<file path="src/plir_pkg.sv">
// Package for the positional insert/remove list.
// Holds the command and status codes and the control bundle sent to the cells.
// No dependencies.
package plir_pkg;

   localparam int DATA_W  = 32;
   localparam int POS_W   = 7;
   localparam int COUNT_W = 7;

   typedef enum logic {
      CMD_INSERT = 1'b0,
      CMD_REMOVE = 1'b1
   } cmd_type;

   typedef enum logic [1:0] {
      ST_OK      = 2'd0,
      ST_BAD_POS = 2'd1,
      ST_EMPTY   = 2'd2,
      ST_FULL    = 2'd3
   } status_type;

   // Broadcast to every cell in the chain for one accepted request
   typedef struct packed {
      logic                     insert;
      logic                     remove;
      logic [POS_W-1:0]         pos;
      logic signed [DATA_W-1:0] value;
   } cell_ctrl_type;

endpackage

</file>
<file path="src/plir_cell.sv">
// One storage cell of the list chain: holds the entry at a fixed index.
// Takes the left neighbor on insert, the right neighbor on remove. Uses plir_pkg.
module plir_cell import plir_pkg::*; #(
   parameter int INDEX = 0,
   parameter int CMP_W = 7
) (
   input  logic                     clock,
   input  cell_ctrl_type            ctrl,
   input  logic signed [DATA_W-1:0] left_data,
   input  logic signed [DATA_W-1:0] right_data,
   output logic signed [DATA_W-1:0] data,
   output logic signed [DATA_W-1:0] tap
);

   localparam logic [CMP_W-1:0] MY_IDX = CMP_W'(INDEX);

   logic signed [DATA_W-1:0] data_ff;
   logic signed [DATA_W-1:0] data_in;
   logic [CMP_W-1:0]         pos_ext;

   assign pos_ext = CMP_W'(ctrl.pos);

   // Shift decision: entries at or past the position move by one
   always_comb begin
      data_in = data_ff;
      if (ctrl.insert) begin
         if (MY_IDX == pos_ext) begin
            data_in = ctrl.value;
         end else if (MY_IDX > pos_ext) begin
            data_in = left_data;
         end
      end else if (ctrl.remove && (MY_IDX >= pos_ext)) begin
         data_in = right_data;
      end
   end

   always_ff @(posedge clock) begin
      data_ff <= data_in;
   end

   assign data = data_ff;
   // Contribution to the removed-value select
   assign tap  = (MY_IDX == pos_ext) ? data_ff : '0;

endmodule
</file>
<file path="config.mk">
export PLATFORM = sky130hd
export DESIGN_NAME = plir_cell
export DESIGN_NICKNAME = d
export VERILOG_FILES = /design/src/plir_pkg.sv /design/src/plir_cell.sv
export SDC_FILE = /design/constraint.sdc
export NUM_CORES = 1
export LEC_CHECK = 0
export ABC_CLOCK_PERIOD_IN_PS = 7000
export BUFFER_PORTS_ARGS = -buffer_cell sky130_fd_sc_hd__buf_2
export CORE_MARGIN = 3
export CORE_UTILIZATION = 32
export CTS_CLUSTER_DIAMETER = 150
export DETAILED_ROUTE_END_ITERATION = 10
export GPL_ROUTABILITY_DRIVEN = 0
export PLACE_DENSITY = 0.68
export SLEW_MARGIN = 20
export SYNTH_ARGS = -nofsm -noshare
export SYNTH_HDL_FRONTEND = slang
export SYNTH_SLANG_ARGS = --single-unit
</file>
<file path="constraint.sdc">
create_clock -name clock -period 7 [get_ports clock]
set_clock_uncertainty 0.15 [all_clocks]
set_input_delay 1.4 -clock clock [delete_from_list [all_inputs] [get_ports clock]]
set_output_delay 1.4 -clock clock [all_outputs]
set_load 0.02 [all_outputs]
</file>
# Yosys cells after proc, flatten, opt, wreduce, memory -nomap -nowiden
# Index checks and enable logic that the tools add are counted.
# Widths: inputs -> output; s select.
# classes
n_lt_le_gt_ge	2
n_eq_ne	1
n_mux	5
n_reduce_logical	4
# ops
cell	n
$mux 32	5
$ge 1x7->1 const A	1
$gt 1x7->1 const A	1
$logic_not 7->1	1
$ne 3x1->1 const B	1
$reduce_and 2->1	1
$reduce_bool 2->1	1
$logic_and 1x1->1	1
# totals
reg_bits	32
in_bits	106
elab_cells	13

# Logic depth before layout (Yosys ltp)
# depth
ltp_word	4
mapped_depth	5
mapped_depth_nobuf	3

# Least setup slack after synthesis
# No wires, ideal clock.
# synth_path
kind	input-to-output
start	input port ctrl[35] (netlist name)
end	output port tap[0]
t_arrival_ns	2.368
setup_slack_ns	3.082
cell_stages	3
path_buffers	1
path_cell_list	nor3_2 > clkbuf_1 > and3_1
# synth_via
elab_chain_cells	2
# synth_rtl
element	line	source
start, declared	plir_cell.sv:8	input cell_ctrl_type ctrl,
$logic_not 7->1	plir_cell.sv:43	assign tap = (MY_IDX == pos_ext) ? data_ff : '0;
$mux 32	plir_cell.sv:43	
end, declared	plir_cell.sv:12	output logic signed [DATA_W-1:0] tap
# Every way passes these cells.

# Worst setup path after layout
# layout_path
start	input port ctrl[35] (netlist name)
end	output port tap[31]
# The elaborated chain is that of the path after synthesis.

==> results.txt <==
Largest net degree at the start of global routing: 65
Buffers plus inverters on the worst setup path: 3
Kind of critical path: primary input to primary output
Top post-synthesis cells by area: edfxtp_1 46%, and3_1 9.6%, a31oi_1 5.4%, a21oi_1 5.3%, a221o_1 4.8%
Combinational family with the most area after synthesis: simple AND/OR/NAND/NOR gates
Hold Path Depth: 2
Clock sink count: 32
Critical Path RT: 5450 ps
Status: finished clean
Fin area: 0.003020 mm^2
Yosys reg bits: 32
Vias in the first global route: 2,147
Layout fillers: 584
DRC viols: 0
CP startpoint kind: primary input
CTS Root Cell: clkbuf_8
Final hold vios: 0
Core ar.: 0.006131 mm^2
Post-Route Utilization: 49.27%
GRT Util Overall: 18.18%
Synth Area in Compound Gates: 22.32%
CP Cell Sequence: buf_2 > nor3_4 > buf_4 > and3_1 > buf_2
Fin crit share: 59.16%
Multi-input logic area: 998.5 um^2
HP Class: primary input to flip-flop
Setup TNS: 0 ps
FFs w/ async S/R, synth: 0%
Crit-path slowest cell: buf_4
Hold_buf cts: 0
Synthesized Nets: 330
HPWL after DPL: 5.185 mm
Max FFs per register: 32
Layout cells sized above 1: 49.08%
Clock Path Buffers: 2
Crit path top cell by count: buf_2
Crit. End Element: primary output
Period minus WS final: 4141 ps
Drt total wl: 7.150 mm
WP data arrival: 2590 ps
Post-DP Area: 0.002940 mm^2
RSZ-0062 raised after global routing: false
WL/cell: 15.68 um
Most used DFF post-synth: edfxtp_1
Hold endpoint: data[9]
XOR/XNOR share of the synthesized area: 0%
First-pass GRT wire length: 10.63 mm
Area share of and/or/nand/nor cells after synthesis: 25.25%
YS warnings: 0
P&R area growth vs syn: 44.81%
Fmax: 241.5 MHz
Crit-path max cell delay: 490 ps
Diode count: 0
Highest-count cells in the layout ignoring fill and taps: 169 x buf_2, 32 x and3_1, 32 x edfxtp_1, 22 x a21oi_1
H-tree levels: 2
Total power: 425.6 uW
Synth Area in Adders: 0%
Sequential Area: 960.9 um^2
Multiplexer share of the synthesized area: 0%
Peak supply drop: 0.00006157 V
Max Transition Viols Final: 0
Post-Syn Area: 0.002086 mm^2
Rows: 28
Drt pass-1 iters: 4
TritonCTS Buffers: 5
Post-CTS Resized: 0
Synth Instances: 224
Pleak: 1.545 nW
Worst Hold Slack: 1275 ps
Antenna Violating Nets Remaining: 0
Pwr/cell area: 140.9 mW/mm^2
CP top delay family: buffers and inverters
Port bufs: 169
Number of synthesized flops with an enable pin: 32
1st-iter DRT viols: 147
Most common cell after layout, fill and taps aside: buf_2
MaxCap Viol Count: 0
Starting Density: 34.02%
Routed vias: 2,379
Die ar.: 0.007523 mm^2
Yosys top cell area share: 46.07%
Ports: 170
Hold Startpoint: right_data[9]
Initial antenna violation count: 0
Vias per Instance: 5.217
Yosys cell types: 23
Post-CTS Setup Inserts: 0
Final setup fails: 0
Mapped Avg Cell Area: 9.311 um^2
Congestion Overflow GR: 0
Worst-Margin Slew: 786.5 ps
Worst slew margin: 47.56%
CTS tree: done
Die H: 86.74 um
Seq/Total Area, Yosys: 46.07%
Synth area leader: edfxtp_1
Die Wd: 86.74 um
Clock-pin slew on the worst setup and hold paths: 70 ps
CP Max Fanout: 64
Nets: 486
-- cell usage after synthesis, drive strengths merged (8+ instances only) --
cell / number
a221o: 14
buf: 8
nor2: 19
and2: 14
a31oi: 18
nand2: 14
o21ai: 18
clkbuf: 17
a21oi: 22
edfxtp: 32
nand3: 10
and3: 32
-- power by group --
group | total [mW] | internal, mW | switching [mW] | leakage [nW]
Clock | 0.135 | 0.0692 | 0.0656 | 0.0399
Sequential | 0.214 | 0.213 | 0.000494 | 0.289
Combinational | 0.0769 | 0.0383 | 0.0385 | 1.22
Total | 0.426 | 0.321 | 0.105 | 1.54
-- layer usage --
layer  part of all wire (%)  up-vias  GRT usage (%)
met3                    7.0        8          3.612
li1                       -     1159              -
met2                     51      103          30.53
met5                      0        -              0
met1                     40     1109          23.47
met4                    1.3        0          5.807
-- worst max-delay path by stage --
stage	from	endpoint	depth (start not counted)
2_1_floorplan	ctrl[35]	tap[0]	3
3_3_place_gp	ctrl[35]	tap[9]	5
3_5_place_dp	ctrl[35]	tap[24]	5
4_1_cts	ctrl[35]	tap[24]	5
5_1_grt	ctrl[35]	tap[25]	5
6_report	ctrl[35]	tap[31]	5
-- cells by family (layout without fill, tap and decap cells) --
kind of cell,after synthesis,after routing
buffers and inverters,26,183
AOI/OAI and AO/OA,73,73
and+or+nand+nor,93,93
DFF,32,32
-- metrics by stage --
step / cells / worst slack [ps]
2_1_floorplan: 224 / 3082
6_report: 456 / 2859
3_5_place_dp: 448 / 2876
4_1_cts: 456 / 2878
5_1_grt: 456 / 2755
3_3_place_gp: 448 / 2897
-- cell type report --
type                    instances  area share, %
multi-input cells             166          33.06
flip-flops and latches         32          31.81
repair buffers                174          29.25
well taps                      75          3.107
clock buffers                   7          2.527
clock inverters                 1         0.1243
inverters                       1         0.1243
No activity file was read; power rests on OpenSTA's default activity.
